==> config.mk <==
export PLATFORM = sky130hd
export DESIGN_NAME = sld_regs
export DESIGN_NICKNAME = d
export VERILOG_FILES = /design/src/design/sld_pkg.sv /design/src/design/sld_regs.sv
export SDC_FILE = /design/constraint.sdc
export NUM_CORES = 1
export LEC_CHECK = 0
export BUFFER_PORTS_ARGS = -buffer_cell sky130_fd_sc_hd__buf_4
export CAP_MARGIN = 30
export CORE_ASPECT_RATIO = 0.75
export CORE_UTILIZATION = 45
export CTS_BUF_LIST = sky130_fd_sc_hd__clkbuf_8
export DETAILED_ROUTE_END_ITERATION = 10
export PLACE_DENSITY = 0.83
export SYNTH_ARGS = -nofsm -noshare
export SYNTH_HDL_FRONTEND = slang
export SYNTH_SLANG_ARGS = --single-unit
==> constraint.sdc <==
create_clock -name clk -period 3.4 [get_ports clk]
set_input_delay 0.68 -clock clk [delete_from_list [all_inputs] [get_ports clk]]
set_output_delay 0.68 -clock clk [all_outputs]
set_load 0.02 [all_outputs]
==> src/design/sld_pkg.sv <==
// ----------------------------------------------------------------------------
// sld_pkg
// Shared widths, codes, register map and control types of the span draw unit.
// ----------------------------------------------------------------------------
`default_nettype none

package sld_pkg;

	localparam int MAX_PIXELS = 1024;
	localparam int PIX_AW     = $clog2(MAX_PIXELS);
	localparam int CNT_W      = PIX_AW + 1;

	localparam int CMD_W   = 2;
	localparam int POS_W   = 23;
	localparam int SPAN_W  = 16;
	localparam int RGB_W   = 24;
	localparam int CH_W    = 8;
	localparam int LOC_W   = 16;
	localparam int TOUCH_W = 16;
	localparam int FRAC_W  = 3;
	localparam int BLEND_W = 2;
	localparam int ALPHA_W = 8;
	localparam int LEN_W   = 11;
	localparam int APB_AW  = 5;
	localparam int APB_DW  = 32;

	// commands
	localparam logic [CMD_W-1:0] CMD_DRAW  = 2'd0;
	localparam logic [CMD_W-1:0] CMD_WRITE = 2'd1;
	localparam logic [CMD_W-1:0] CMD_READ  = 2'd2;

	// blend modes; the unused code acts as saturating add
	localparam logic [BLEND_W-1:0] BLEND_COPY = 2'd0;
	localparam logic [BLEND_W-1:0] BLEND_MAX  = 2'd1;
	localparam logic [BLEND_W-1:0] BLEND_ADD  = 2'd2;

	// register indexes (byte address = 4 * index)
	localparam logic [2:0] REG_FRAC  = 3'd0;
	localparam logic [2:0] REG_WRAP  = 3'd1;
	localparam logic [2:0] REG_BLEND = 3'd2;
	localparam logic [2:0] REG_ALPHA = 3'd3;
	localparam logic [2:0] REG_LEN   = 3'd4;

	localparam logic [FRAC_W-1:0]  FRAC_RST  = 3'd4;
	localparam logic [ALPHA_W-1:0] ALPHA_RST = 8'hff;
	localparam logic [LEN_W-1:0]   LEN_RST   = 11'd1024;

	typedef struct packed {
		logic [FRAC_W-1:0]  frac_bits;
		logic               wrap_enable;
		logic [BLEND_W-1:0] blend_mode;
		logic [ALPHA_W-1:0] global_alpha;
		logic [LEN_W-1:0]   strip_length;
	} cfg_t;

	// controller -> datapath
	typedef struct packed {
		logic load;
		logic mod_start;
		logic mod_take;
		logic step;
		logic mul;
		logic wr_pix;
		logic adv;
		logic wr_cmd;
		logic rd_take;
		logic clr;
		logic fin;
	} dp_cmd_t;

	// datapath -> controller
	typedef struct packed {
		logic [CMD_W-1:0] cmd;
		logic             width_zero;
		logic             count_zero;
		logic             wrap;
		logic             map_ok;
		logic             mod_busy;
		logic             clr_last;
	} dp_sts_t;

endpackage

`default_nettype wire

==> src/design/sld_regs.sv <==
// ----------------------------------------------------------------------------
// sld_regs
// APB configuration registers; zero wait states, reads return the register.
// ----------------------------------------------------------------------------
`default_nettype none

module sld_regs (
	input  logic                         clk,
	input  logic                         arst_n,
	input  logic                         psel,
	input  logic                         penable,
	input  logic                         pwrite,
	input  logic [sld_pkg::APB_AW-1:0]   paddr,
	input  logic [sld_pkg::APB_DW-1:0]   pwdata,
	output logic [sld_pkg::APB_DW-1:0]   prdata,
	output logic                         pready,
	output sld_pkg::cfg_t                cfg
);
	import sld_pkg::*;

	cfg_t cfg_q;
	logic wr_en;

	assign pready = 1'b1;
	assign wr_en  = psel && penable && pwrite;
	assign cfg    = cfg_q;

	always_ff @(posedge clk or negedge arst_n) begin
		if (!arst_n) begin
			cfg_q.frac_bits    <= FRAC_RST;
			cfg_q.wrap_enable  <= 1'b0;
			cfg_q.blend_mode   <= BLEND_COPY;
			cfg_q.global_alpha <= ALPHA_RST;
			cfg_q.strip_length <= LEN_RST;
		end else if (wr_en) begin
			case (paddr[4:2])
				REG_FRAC:  cfg_q.frac_bits    <= pwdata[FRAC_W-1:0];
				REG_WRAP:  cfg_q.wrap_enable  <= pwdata[0];
				REG_BLEND: cfg_q.blend_mode   <= pwdata[BLEND_W-1:0];
				REG_ALPHA: cfg_q.global_alpha <= pwdata[ALPHA_W-1:0];
				REG_LEN:   cfg_q.strip_length <= pwdata[LEN_W-1:0];
				default: ;
			endcase
		end
	end

	always_comb begin
		case (paddr[4:2])
			REG_FRAC:  prdata = APB_DW'(cfg_q.frac_bits);
			REG_WRAP:  prdata = APB_DW'(cfg_q.wrap_enable);
			REG_BLEND: prdata = APB_DW'(cfg_q.blend_mode);
			REG_ALPHA: prdata = APB_DW'(cfg_q.global_alpha);
			REG_LEN:   prdata = APB_DW'(cfg_q.strip_length);
			default:   prdata = '0;
		endcase
	end

endmodule

`default_nettype wire

---- After elaboration in Yosys (flattened, before gate mapping) ----
Cells that the tools add are included.
storage, ports and cells
  flip-flop bits (word level) ............. 25
  bits in latches ......................... 0
  RAM bits ................................ 0
  bits in read-only memories .............. 0
  bits of input ports ..................... 42
  output and inout port bits .............. 58
  logic and storage cells ................. 18
  memories ................................ 0
operators by class
  add/subtract/negate cells ............... 0
  multiply operators ...................... 0
  div/mod/pow operators ................... 0
  order comparisons ....................... 0
  equal/unequal tests ..................... 4
  shift operators ......................... 0
  multiplexer cells ....................... 1
  bitwise logic cells ..................... 0
  reductions and logical operators ........ 8
operator list
  kind                  number
  $pmux W11 S5          1
  $reduce_and A2 Y1     5
  $eq A3 B2 Y1 const B  2
  $eq A3 B1 Y1 const B  1
  $eq A3 B3 Y1 const B  1
  $logic_not A3 Y1      1
  $logic_and A1 B1 Y1   2

---- Longest topological paths before layout ----
  word-level depth ........................ 3
  mapped depth ............................ 5
  mapped depth without buffers ............ 3

---- Least setup slack after synthesis ----
OpenSTA, ideal clock, no wires.
  kind .................................... input port to output port
  start ................................... in paddr[3] (netlist bit)
  end ..................................... out prdata[1] (netlist bit)
  data arrival time ....................... 1,571 ps
  setup slack ............................. 1,149 ps
  stages on the path ...................... 4
  cells stage by stage .................... buf_4 nor3b_2 a22oi_1 o21ai_0
between the ends
  longest elaborated chain between the ends .. 2
  elaborated cells between the ends (all ways) .. 6
  those cells by class .................... eq/ne (4); mux (1); reduce/logical (1)
ends and longest elaborated chain
  item                                  line            RTL
  from (decl)                           sld_regs.sv:13  input logic [sld_pkg::APB_AW-1:0] paddr,
  $eq A3 B3 Y1 (tied with other cells)  sld_regs.sv:48  case (paddr[4:2])
  $pmux W11 S5 (*)                      sld_regs.sv:48
  to (decl)                             sld_regs.sv:15  output logic [sld_pkg::APB_DW-1:0] prdata,
Every way passes the cells marked *; elsewhere a longest branch is shown, timed or not.

---- Worst setup path in the final report ----
Ends and elaborated chain as after synthesis.

==> impl_metrics.ini <==
[cells_and_area]
final_cells = 200
mostFrequentLayoutCells = buf_4 (55), mux2_2 (24), conb_1 (22), dfrtp_1 (15), dfstp_2 (10)
multi_input_area_sq_um = 623.1
seqCellArea_sq_um = 638.1
diodes = 0
largest_reg_flops = 25
fillCellCount = 257
areaGrowthSynthToFinish_pct = 26.68
layout_commonest_cell = buf_4
nets = 205
drive_gt1_share_pct = 61.11

[cts]
cts-resized-gates = 0
cts.clk_slew.worst_paths_ns = 0.08
ctsHoldBuffers = 0
tritoncts = built
clock_path_buffers = 2
postCtsSetupBuffers = 0
insertion_delay_ns = 0.26
clock-sinks = 25
cts_buffers = 3
htree_levels = 1
root_buffer = clkbuf_8

[detailed_routing]
drc = 0
drt_first_pass_iters = 4
via_per_inst = 5.050
vias = 1010
routedWlPerCell_um = 14.74
ant_nets = 0
first_iter_violations = 13
drt_wl_total_um = 2947

[hold_path]
hold_class = primary input to async pin

[sta]
skew_ns = 0
tightest_slew_ns = 0.7008
fin_setup_tns_ns = 0
finalMaxSlewViolations = 0
finalHoldViolations = 0
clock.fmax_mhz = 386.5
period_share_pct = 76.10
setup_ws_ns = 0.8126
min_period_ns = 2.587
setup_viol = 0
rsz0062_at_grt = false
max-slew-margin-rel_pct = 53.08

[setup_path]
startpoint_type = primary input
r2r_end = cfg[20]
r2r_start = cfg[20]
critical_path_class = primary input to output port
worstPathRequired_ns = 2.72
cp_cell_sequence = buf_4 -> nor3b_2 -> a22oi_1 -> o21ai_0 -> buf_4
worstPathArrival_ns = 1.91
end_kind = output port
crit_path_max_incr_delay_ns = 0.61
cpMostUsedCell = buf_4
cp_slowest_cell = nor3b_2
crit_fanout = 13
r2r_slack_ns = 2.61
r2r.worst_path.cells = 1

[global_route]
grt_util_met2_pct = 31.46
use_met3_pct = 5.455
grt_use_met1_pct = 23.21
antenna_found_initial = 0
grt-ovfl-total = 0
grt.busiest_layer = met2
grt_pass1_vias = 950
grt_start_max_net_pins = 26
track_usage_pct = 18.77
grt_pass1_wl_um = 4595

[placed_design]
post-dp-hpwl_um = 2311
dp_slack_ns = 0.8185
port_buffers = 54
gp_congestion = 0.7846
dpl.cell_count = 196

[die]
die_w_um = 66.35
dieArea_sq_um = 3335
core_sq_um = 2957
core.rowCount = 17
die_h_um = 50.27
io_pins = 100
initial_utilization_pct = 47.27

[power]
power_leakage_nw = 0.8852
vdd_drop_max_mv = 0.3492
p_total_uw = 924.2
power_density_nw_per_um2 = 522.0

[yosys]
yosys_warnings = 0
synth-seq-cells = 25
synth-seq-area-share_pct = 45.66
ys_types = 28
syn_avg_cell_area_sq_um = 12.59
netlist_area_sq_um = 1398
postSynthCellCount = 111

[job]
max_cap_viol_count = 0

[run_status]
status = finished, final reports clean
[where the power goes]
group	switching (mW)	internal [mW]
logic	0.178	0.160
clock network	0.0852	0.0806
registers	0.0481	0.373
[synth_stat cells]
master / instances / area (sq um)
a211o_1: 1 / 8.760
a22o_1: 5 / 43.79
a22oi_1: 1 / 7.510
a31oi_1: 1 / 6.260
and2_1: 3 / 18.77
and3b_1: 1 / 8.760
and4_4: 1 / 11.26
buf_2: 2 / 10.01
buf_4: 24 / 180.2
buf_6: 2 / 22.52
conb_1: 2 / 7.510
dfrtp_1: 15 / 375.4
dfstp_2: 10 / 262.8
inv_1: 1 / 3.750
mux2_2: 24 / 270.3
mux2_4: 3 / 45.04
mux2i_1: 1 / 10.01
nand2b_1: 1 / 6.260
nand3_1: 2 / 10.01
nor2_1: 1 / 3.750
nor3_1: 1 / 5.000
nor3b_1: 2 / 15.01
nor3b_2: 1 / 12.51
nor4b_1: 2 / 17.52
nor4bb_1: 1 / 10.01
o21ai_0: 1 / 5.000
o32ai_1: 1 / 8.760
or4_4: 1 / 11.26
[metal layers]
layer | share of wire [%] | vias up | wire length, um
met5 | 0 | - | 0
met1 | 42 | 498 | 1235
met2 | 50 | 56 | 1464
met4 | 1.4 | 0 | 40
li1 | - | 452 | -
met3 | 7.0 | 4 | 207
[metrics by stage]
stage / instance area (sq um) / utilization, % / hold WS, ns
after floorplan: 1473 / - / 0.3844
after global placement: 1725 / 58.36 / 0.5127
after detailed placement: 1725 / 58.36 / 0.5266
after CTS: 1770 / 59.88 / 0.3093
after global routing: 1770 / 59.88 / 0.3082
final: 1770 / 59.88 / 0.3025
[worst max-delay path, delay by kind of cell]
family	cells	cell delay, ns
compound gates	2	0.29
simple gates	1	0.61
buf+inv	2	0.32
[worst max path at each step]
stage | start | endpoint
floorplan | paddr[3] | prdata[1]
global route | paddr[3] | prdata[1]
detailed placement | paddr[3] | prdata[1]
global placement | paddr[3] | prdata[1]
CTS | paddr[3] | prdata[1]
finish | paddr[3] | prdata[1]
[cells by family after synthesis]
logic type             Yosys count  synth area share, %
AOI/OAI and AO/OA               10                5.730
buffers and inverters           29                15.49
DFF                             25                45.66
muxes                           28                23.28
other                            2               0.5374
and+or+nand+nor                 17                9.310
[cell type report]
cell class	count	share of cell area, %
sequential	25	36.04
inverter	1	0.2120
timing repair buffer	55	23.32
clock buffer	3	2.332
clock inverter	1	0.2120
multi-input combinational	77	35.19
tap	38	2.686
No activity file was read; power rests on OpenSTA's default activity.
