## src/design/sld_pkg.sv

```systemverilog
// ----------------------------------------------------------------------------
// sld_pkg
// Shared widths, codes, register map and control types of the span draw unit.
// ----------------------------------------------------------------------------
`default_nettype none

package sld_pkg;

	localparam int MAX_PIXELS = 1024;
	localparam int PIX_AW     = $clog2(MAX_PIXELS);
	localparam int CNT_W      = PIX_AW + 1;

	localparam int CMD_W   = 2;
	localparam int POS_W   = 23;
	localparam int SPAN_W  = 16;
	localparam int RGB_W   = 24;
	localparam int CH_W    = 8;
	localparam int LOC_W   = 16;
	localparam int TOUCH_W = 16;
	localparam int FRAC_W  = 3;
	localparam int BLEND_W = 2;
	localparam int ALPHA_W = 8;
	localparam int LEN_W   = 11;
	localparam int APB_AW  = 5;
	localparam int APB_DW  = 32;

	// commands
	localparam logic [CMD_W-1:0] CMD_DRAW  = 2'd0;
	localparam logic [CMD_W-1:0] CMD_WRITE = 2'd1;
	localparam logic [CMD_W-1:0] CMD_READ  = 2'd2;

	// blend modes; the unused code acts as saturating add
	localparam logic [BLEND_W-1:0] BLEND_COPY = 2'd0;
	localparam logic [BLEND_W-1:0] BLEND_MAX  = 2'd1;
	localparam logic [BLEND_W-1:0] BLEND_ADD  = 2'd2;

	// register indexes (byte address = 4 * index)
	localparam logic [2:0] REG_FRAC  = 3'd0;
	localparam logic [2:0] REG_WRAP  = 3'd1;
	localparam logic [2:0] REG_BLEND = 3'd2;
	localparam logic [2:0] REG_ALPHA = 3'd3;
	localparam logic [2:0] REG_LEN   = 3'd4;

	localparam logic [FRAC_W-1:0]  FRAC_RST  = 3'd4;
	localparam logic [ALPHA_W-1:0] ALPHA_RST = 8'hff;
	localparam logic [LEN_W-1:0]   LEN_RST   = 11'd1024;

	typedef struct packed {
		logic [FRAC_W-1:0]  frac_bits;
		logic               wrap_enable;
		logic [BLEND_W-1:0] blend_mode;
		logic [ALPHA_W-1:0] global_alpha;
		logic [LEN_W-1:0]   strip_length;
	} cfg_t;

	// controller -> datapath
	typedef struct packed {
		logic load;
		logic mod_start;
		logic mod_take;
		logic step;
		logic mul;
		logic wr_pix;
		logic adv;
		logic wr_cmd;
		logic rd_take;
		logic clr;
		logic fin;
	} dp_cmd_t;

	// datapath -> controller
	typedef struct packed {
		logic [CMD_W-1:0] cmd;
		logic             width_zero;
		logic             count_zero;
		logic             wrap;
		logic             map_ok;
		logic             mod_busy;
		logic             clr_last;
	} dp_sts_t;

endpackage

`default_nettype wire

```

## src/design/sld_ctrl.sv

```systemverilog
// ----------------------------------------------------------------------------
// sld_ctrl
// Controller: store clear after reset, command dispatch, span walk sequencing.
// ----------------------------------------------------------------------------
`default_nettype none

module sld_ctrl (
	input  logic              clk,
	input  logic              arst_n,
	input  logic              in_valid,
	output logic              in_ready,
	output logic              out_valid,
	input  logic              out_ready,
	input  sld_pkg::dp_sts_t  sts,
	output sld_pkg::dp_cmd_t  dcmd
);
	import sld_pkg::*;

	typedef enum logic [3:0] {
		ST_CLEAR,
		ST_IDLE,
		ST_DISP,
		ST_MODW,
		ST_STEP,
		ST_MUL,
		ST_WR,
		ST_RW,
		ST_RDLAT,
		ST_FIN
	} state_t;

	state_t state_q;
	logic   out_valid_q;
	logic   out_free;

	assign in_ready  = (state_q == ST_IDLE);
	assign out_valid = out_valid_q;
	assign out_free  = !out_valid_q || out_ready;

	always_comb begin
		dcmd = '0;
		case (state_q)
			ST_CLEAR: dcmd.clr  = 1'b1;
			ST_IDLE:  dcmd.load = in_valid;
			ST_DISP: begin
				case (sts.cmd)
					CMD_DRAW:
						dcmd.mod_start = sts.wrap && !sts.width_zero && !sts.count_zero;
					CMD_WRITE, CMD_READ:
						dcmd.mod_start = sts.wrap && !sts.count_zero;
					default: ;
				endcase
			end
			ST_MODW: dcmd.mod_take = !sts.mod_busy;
			ST_STEP: begin
				dcmd.step = !sts.width_zero;
				dcmd.adv  = !sts.width_zero && !sts.map_ok;
			end
			ST_MUL:   dcmd.mul     = 1'b1;
			ST_WR:    dcmd.wr_pix  = 1'b1;
			ST_RW:    dcmd.wr_cmd  = (sts.cmd == CMD_WRITE);
			ST_RDLAT: dcmd.rd_take = 1'b1;
			ST_FIN:   dcmd.fin     = out_free;
			default: ;
		endcase
	end

	always_ff @(posedge clk or negedge arst_n) begin
		if (!arst_n) begin
			state_q     <= ST_CLEAR;
			out_valid_q <= 1'b0;
		end else begin
			if (out_valid_q && out_ready) begin
				out_valid_q <= 1'b0;
			end
			case (state_q)
				ST_CLEAR: begin
					if (sts.clr_last) begin
						state_q <= ST_IDLE;
					end
				end
				ST_IDLE: begin
					if (in_valid) begin
						state_q <= ST_DISP;
					end
				end
				ST_DISP: begin
					case (sts.cmd)
						CMD_DRAW: begin
							if (sts.width_zero || sts.count_zero) begin
								state_q <= ST_FIN;
							end else if (sts.wrap) begin
								state_q <= ST_MODW;
							end else begin
								state_q <= ST_STEP;
							end
						end
						CMD_WRITE, CMD_READ: begin
							if (sts.count_zero) begin
								state_q <= ST_FIN;
							end else if (sts.wrap) begin
								state_q <= ST_MODW;
							end else begin
								state_q <= ST_RW;
							end
						end
						default: state_q <= ST_FIN;
					endcase
				end
				ST_MODW: begin
					if (!sts.mod_busy) begin
						state_q <= (sts.cmd == CMD_DRAW) ? ST_STEP : ST_RW;
					end
				end
				ST_STEP: begin
					if (sts.width_zero) begin
						state_q <= ST_FIN;
					end else if (sts.map_ok) begin
						state_q <= ST_MUL;
					end
				end
				ST_MUL: state_q <= ST_WR;
				ST_WR:  state_q <= ST_STEP;
				ST_RW:  state_q <= (sts.cmd == CMD_READ) ? ST_RDLAT : ST_FIN;
				ST_RDLAT: state_q <= ST_FIN;
				ST_FIN: begin
					if (out_free) begin
						out_valid_q <= 1'b1;
						state_q     <= ST_IDLE;
					end
				end
				default: state_q <= ST_IDLE;
			endcase
		end
	end

endmodule

`default_nettype wire

```

## config.mk

```make
export PLATFORM = sky130hd
export DESIGN_NAME = sld_ctrl
export DESIGN_NICKNAME = d
export VERILOG_FILES = /design/src/design/sld_pkg.sv /design/src/design/sld_ctrl.sv
export SDC_FILE = /design/constraint.sdc
export NUM_CORES = 1
export LEC_CHECK = 0
export BUFFER_PORTS_ARGS = -buffer_cell sky130_fd_sc_hd__buf_2
export CAP_MARGIN = 40
export CORE_MARGIN = 8
export CORE_UTILIZATION = 40
export DETAILED_ROUTE_END_ITERATION = 10
export PLACE_DENSITY_LB_ADDON = 0.15
export SYNTH_ARGS = -nofsm -noshare
export SYNTH_HDL_FRONTEND = slang
export SYNTH_SLANG_ARGS = --single-unit
```

## constraint.sdc

```tcl
create_clock -name clk -period 4.8 [get_ports clk]
set_clock_uncertainty 0.1 [all_clocks]
set_input_delay 0.24 -clock clk [delete_from_list [all_inputs] [get_ports clk]]
set_output_delay 0.24 -clock clk [all_outputs]
set_load 0.02 [all_outputs]
```

* Yosys cells after proc, flatten, opt, wreduce, memory -nomap -nowiden *
Cells that the tools add are included.
Widths: inputs -> output; s select.

storage, ports and cells
  bits in registers = 5
  logic and storage cells = 63
  input port bits = 12
  output and inout bits = 13

operators by class
  equality and inequality tests = 16
  reductions and logical operators = 16
  muxes and demuxes = 29

operators with widths
  cell                number
  $pmux 4 s10         1
  $mux 4              8
  $eq 4x3->1 const B  4
  $mux 1              15
  $eq 4x2->1 const B  2
  $eq 4x4->1 const B  2
  $ne 2x2->1 const B  4
  $pmux 4 s2          1
  $mux 3              2
  $logic_and 1x1->1   5
  $logic_not 1->1     5
  $reduce_and 5->1    1
  $eq 4x1->1 const B  1
  $logic_not 4->1     1
  $ne 3x3->1 const B  1
  $eq 2x1->1 const B  1
  $eq 2x2->1 const B  1
  $logic_not 2->1     1
  $logic_or 1x1->1    2
  $mux 2              1
  $pmux 1 s2          1
  $reduce_or 2->1     1

* Longest topological paths before layout *
  depth after elaboration = 5
  depth in mapped cells = 6
  mapped depth without buffers = 6

* Worst setup path after synthesis *
No wires, ideal clock.

  path type = register -> output
  start = reg state_q[1]
  end = out dcmd[4] (netlist bit)
  data arrival time = 1.303 ns
  cell stages (with the launch flop) = 4
  buffers on the path = 0
  path slack = 3.157 ns
  data required time = 4.460 ns
  cells stage by stage = dfrtp_1 or2_4 or4_4 inv_1

RTL lines
  item                    line             text
  start, declared         sld_ctrl.sv:32   state_t state_q;
  start signal, assigned  sld_ctrl.sv:112  state_q <= (sts.cmd == CMD_DRAW) ? ST_STEP : ST_RW;
  start signal, assigned  sld_ctrl.sv:124  ST_RW: state_q <= (sts.cmd == CMD_READ) ? ST_RDLAT : ST_FIN;
  end, declared           sld_ctrl.sv:15   output sld_pkg::dp_cmd_t dcmd

==> out/metrics.csv <==
metric,value,unit
status,"finished, final reports clean",
CP max FO,13,
Synth Net Count,96,
crit path kind,flop to output pin,
pre-CTS WS,2.91,ns
CP Cell Sequence,or2_4 > or4_4 > inv_1 > buf_2,
HP Class,input port to flop,
Worst setup EP type,output pin,
hold slack,0.197,ns
grt ovf,0,
Slew @ Worst Pin,0.498,ns
final setup margin,2.64,ns
Total Routing Usage GR,0.115,
Die ar.,3050,µm²
DR WL/cell,14.0,µm
register area share after synthesis,0.203,
Synth Area in Simple Gates,0.392,
critical path startpoint category,flop,
Detail Placement HPWL,1360,µm
PortBufs,24,
CP Data Required Time,4.46,ns
DIE WIDTH,55.2,µm
setup TNS,0,ns
routed via count,664,
Sink Count,5,
Pre-antenna DRT Iters,6,
nets@finish,122,
Area Overhead vs Synth,25.6,%
final core occ,0.526,
GP Congestion,0.805,
PD cells,589,nW/µm²
Cell Rows,14,
DRC Markers,0,
adder-cell share of the synthesized area,0.0813,
initial antenna violation count,0,
first-pass GRT wire length,2960,µm
post-route ant nets,0,
ant diodes,0,
Netlist cell types,32,
total area of sequential cells,125,µm²
vias in the first global route,674,
Max IR drop VDD,0.198,mV
worst-skew pair later-pin latency,0.25,ns
Clock Pin Slew Worst Setup and Hold Paths,0.05,ns
WP data arrival,1.82,ns
Buf/Inv on CP,2,
Placement Cell Area,736,µm²
kind of cell adding the most delay to the critical path,simple AND/OR/NAND/NOR gates,
xor/xnor share of the synthesized area,0.0142,
Slew Limit Fails,0,
CP max stage cell,or4_4,
multi-input logic area,455,µm²
fin crit share,0.450,
Yosys warning count,0,
achievable clock frequency,463,MHz
mapped cell area,616,µm²
mux contribution to synthesized area,0.0325,
Die Span Y,55.2,µm
Fin. Hold Viols,0,
"non-filler cells, final",121,
main combinational cell family by area after synthesis,simple AND/OR/NAND/NOR gates,
Root Buffer,clkbuf_4,
cell area after layout,773,µm²
vias per cell,5.49,
mean post-synth cell area,7.69,µm²
largest net degree at the start of global routing,16,
initial core utilization,0.418,
Syn Inst Count,80,
# fillers,172,
Synth Area in Compound Gates,0.220,
Max-Cap Viols,0,
Iter 0 DRT Violations,5,
Final setup violation count,0,
Final min period,2.16,ns
CTS tree,built,
H-Tree Depth,1,
total wire length,1700,µm
placed cells,116,
peak per-stage delay on the critical path,0.52,ns
total power,0.455,mW
Core Area,1470,µm²
LEAKAGE,0.407,nW
Clock Path Buffers,2,
Slew HR,0.668,
share of cells above drive strength 1,0.314,
RSZ-0062 raised after global routing,false,
post-synthesis register bit count,5,
IO Count,25,
Num CTS Buffers,3,
[synth_stat cells, drive strengths merged]
| master | instances | area, µm² |
|---|---|---|
| a21boi | 1 | 7.51 |
| a21oi | 4 | 20.0 |
| or2 | 1 | 8.76 |
| xor2 | 1 | 8.76 |
| a2bb2oi | 3 | 26.3 |
| ha | 4 | 50.1 |
| o2111a | 1 | 11.3 |
| nor4bb | 1 | 10.0 |
| nand3 | 2 | 10.0 |
| nor3 | 6 | 35.0 |
| a22oi | 1 | 7.51 |
| o21ai | 2 | 10.0 |
| a211o | 1 | 8.76 |
| nor2 | 13 | 48.8 |
| o31ai | 3 | 22.5 |
| o211ai | 2 | 15.0 |
| and4 | 2 | 20.0 |
| a31oi | 1 | 6.26 |
| nor4b | 1 | 15.0 |
| inv | 4 | 15.0 |
| mux2i | 2 | 20.0 |
| buf | 3 | 15.0 |
| clkbuf | 1 | 5.00 |
| nor2b | 4 | 25.0 |
| and2 | 1 | 6.26 |
| dfrtp | 5 | 125 |
| and3 | 1 | 6.26 |
| or4 | 1 | 11.3 |
| nand2 | 2 | 7.51 |
| nand2b | 6 | 37.5 |
[power breakdown]
part           internal [mW]  switching, mW
logic                  0.126          0.158
registers             0.0622         0.0580
clock network         0.0303         0.0208
[placed cells by master (no fill, tap or decap), types with 3 or more instances in the layout]
| cell type | instances |
|---|---|
| o31ai_1 | 3 |
| a2bb2oi_1 | 3 |
| dfrtp_1 | 5 |
| inv_1 | 4 |
| ha_1 | 4 |
| nor2_1 | 13 |
| nor2b_1 | 4 |
| a21oi_1 | 4 |
| nor3_1 | 5 |
| nand2b_1 | 6 |
| buf_2 | 24 |
| clkbuf_4 | 3 |
[sequential cells by signal (all words and copies together) (netlist names)]
name and flops:
out_valid 1, state_q 4
[worst register-to-register path, cell delays in order (launching register included)]
cell     delay [ns]
dfrtp_1        0.50
or2_4          0.33
or4_4          0.52
a31oi_1        0.19
nor3_2         0.08
[worst paths after layout]
check / from / end / slack (ns) / cells past startpoint
max: state_q[1] / dcmd[4] / 2.64 / 4
min: out_ready / out_valid / 0.20 / 3
max reg2reg: state_q[1] / state_q[0] / 2.96 / 4
min reg2reg: out_valid / out_valid / 0.43 / 2
max in group asynchronous: arst_n / state_q[0] / 4.24 / 2
min in group asynchronous: arst_n / state_q[1] / 0.23 / 2
[cell families after synthesis]
kind of cell               count (synthesis)
and+or+nand+nor                           41
buffers and inverters                      8
xor gates and xnor gates                   1
muxes                                      2
DFF                                        5
adders and majority gates                  4
AOI/OAI and AO/OA                         19
[metal layers]
| layer | vias to the layer above | share of wire | track usage |
|---|---|---|---|
| li1 | 339 | - | - |
| met1 | 309 | 0.41 | 0.120 |
| met2 | 14 | 0.55 | 0.202 |
| met3 | 2 | 0.028 | 0.0228 |
| met4 | 0 | 0.0082 | 0.0739 |
| met5 | - | 0 | 0 |
[what timing repair did]
action	in CTS	in global routing
resized for setup	0	0
setup buffers	0	0
hold endpoints to repair	5	0
hold buffers	1	0
[area by class of cell]
cell class              instances  share of cell area
multi-input cells              67               0.589
flip-flops and latches          5               0.162
clock buffers                   3              0.0291
well taps                      16              0.0259
repair buffers                 25               0.168
inverters                       4              0.0194
clock inverters                 1             0.00647
(Power assumes the default switching activity.)
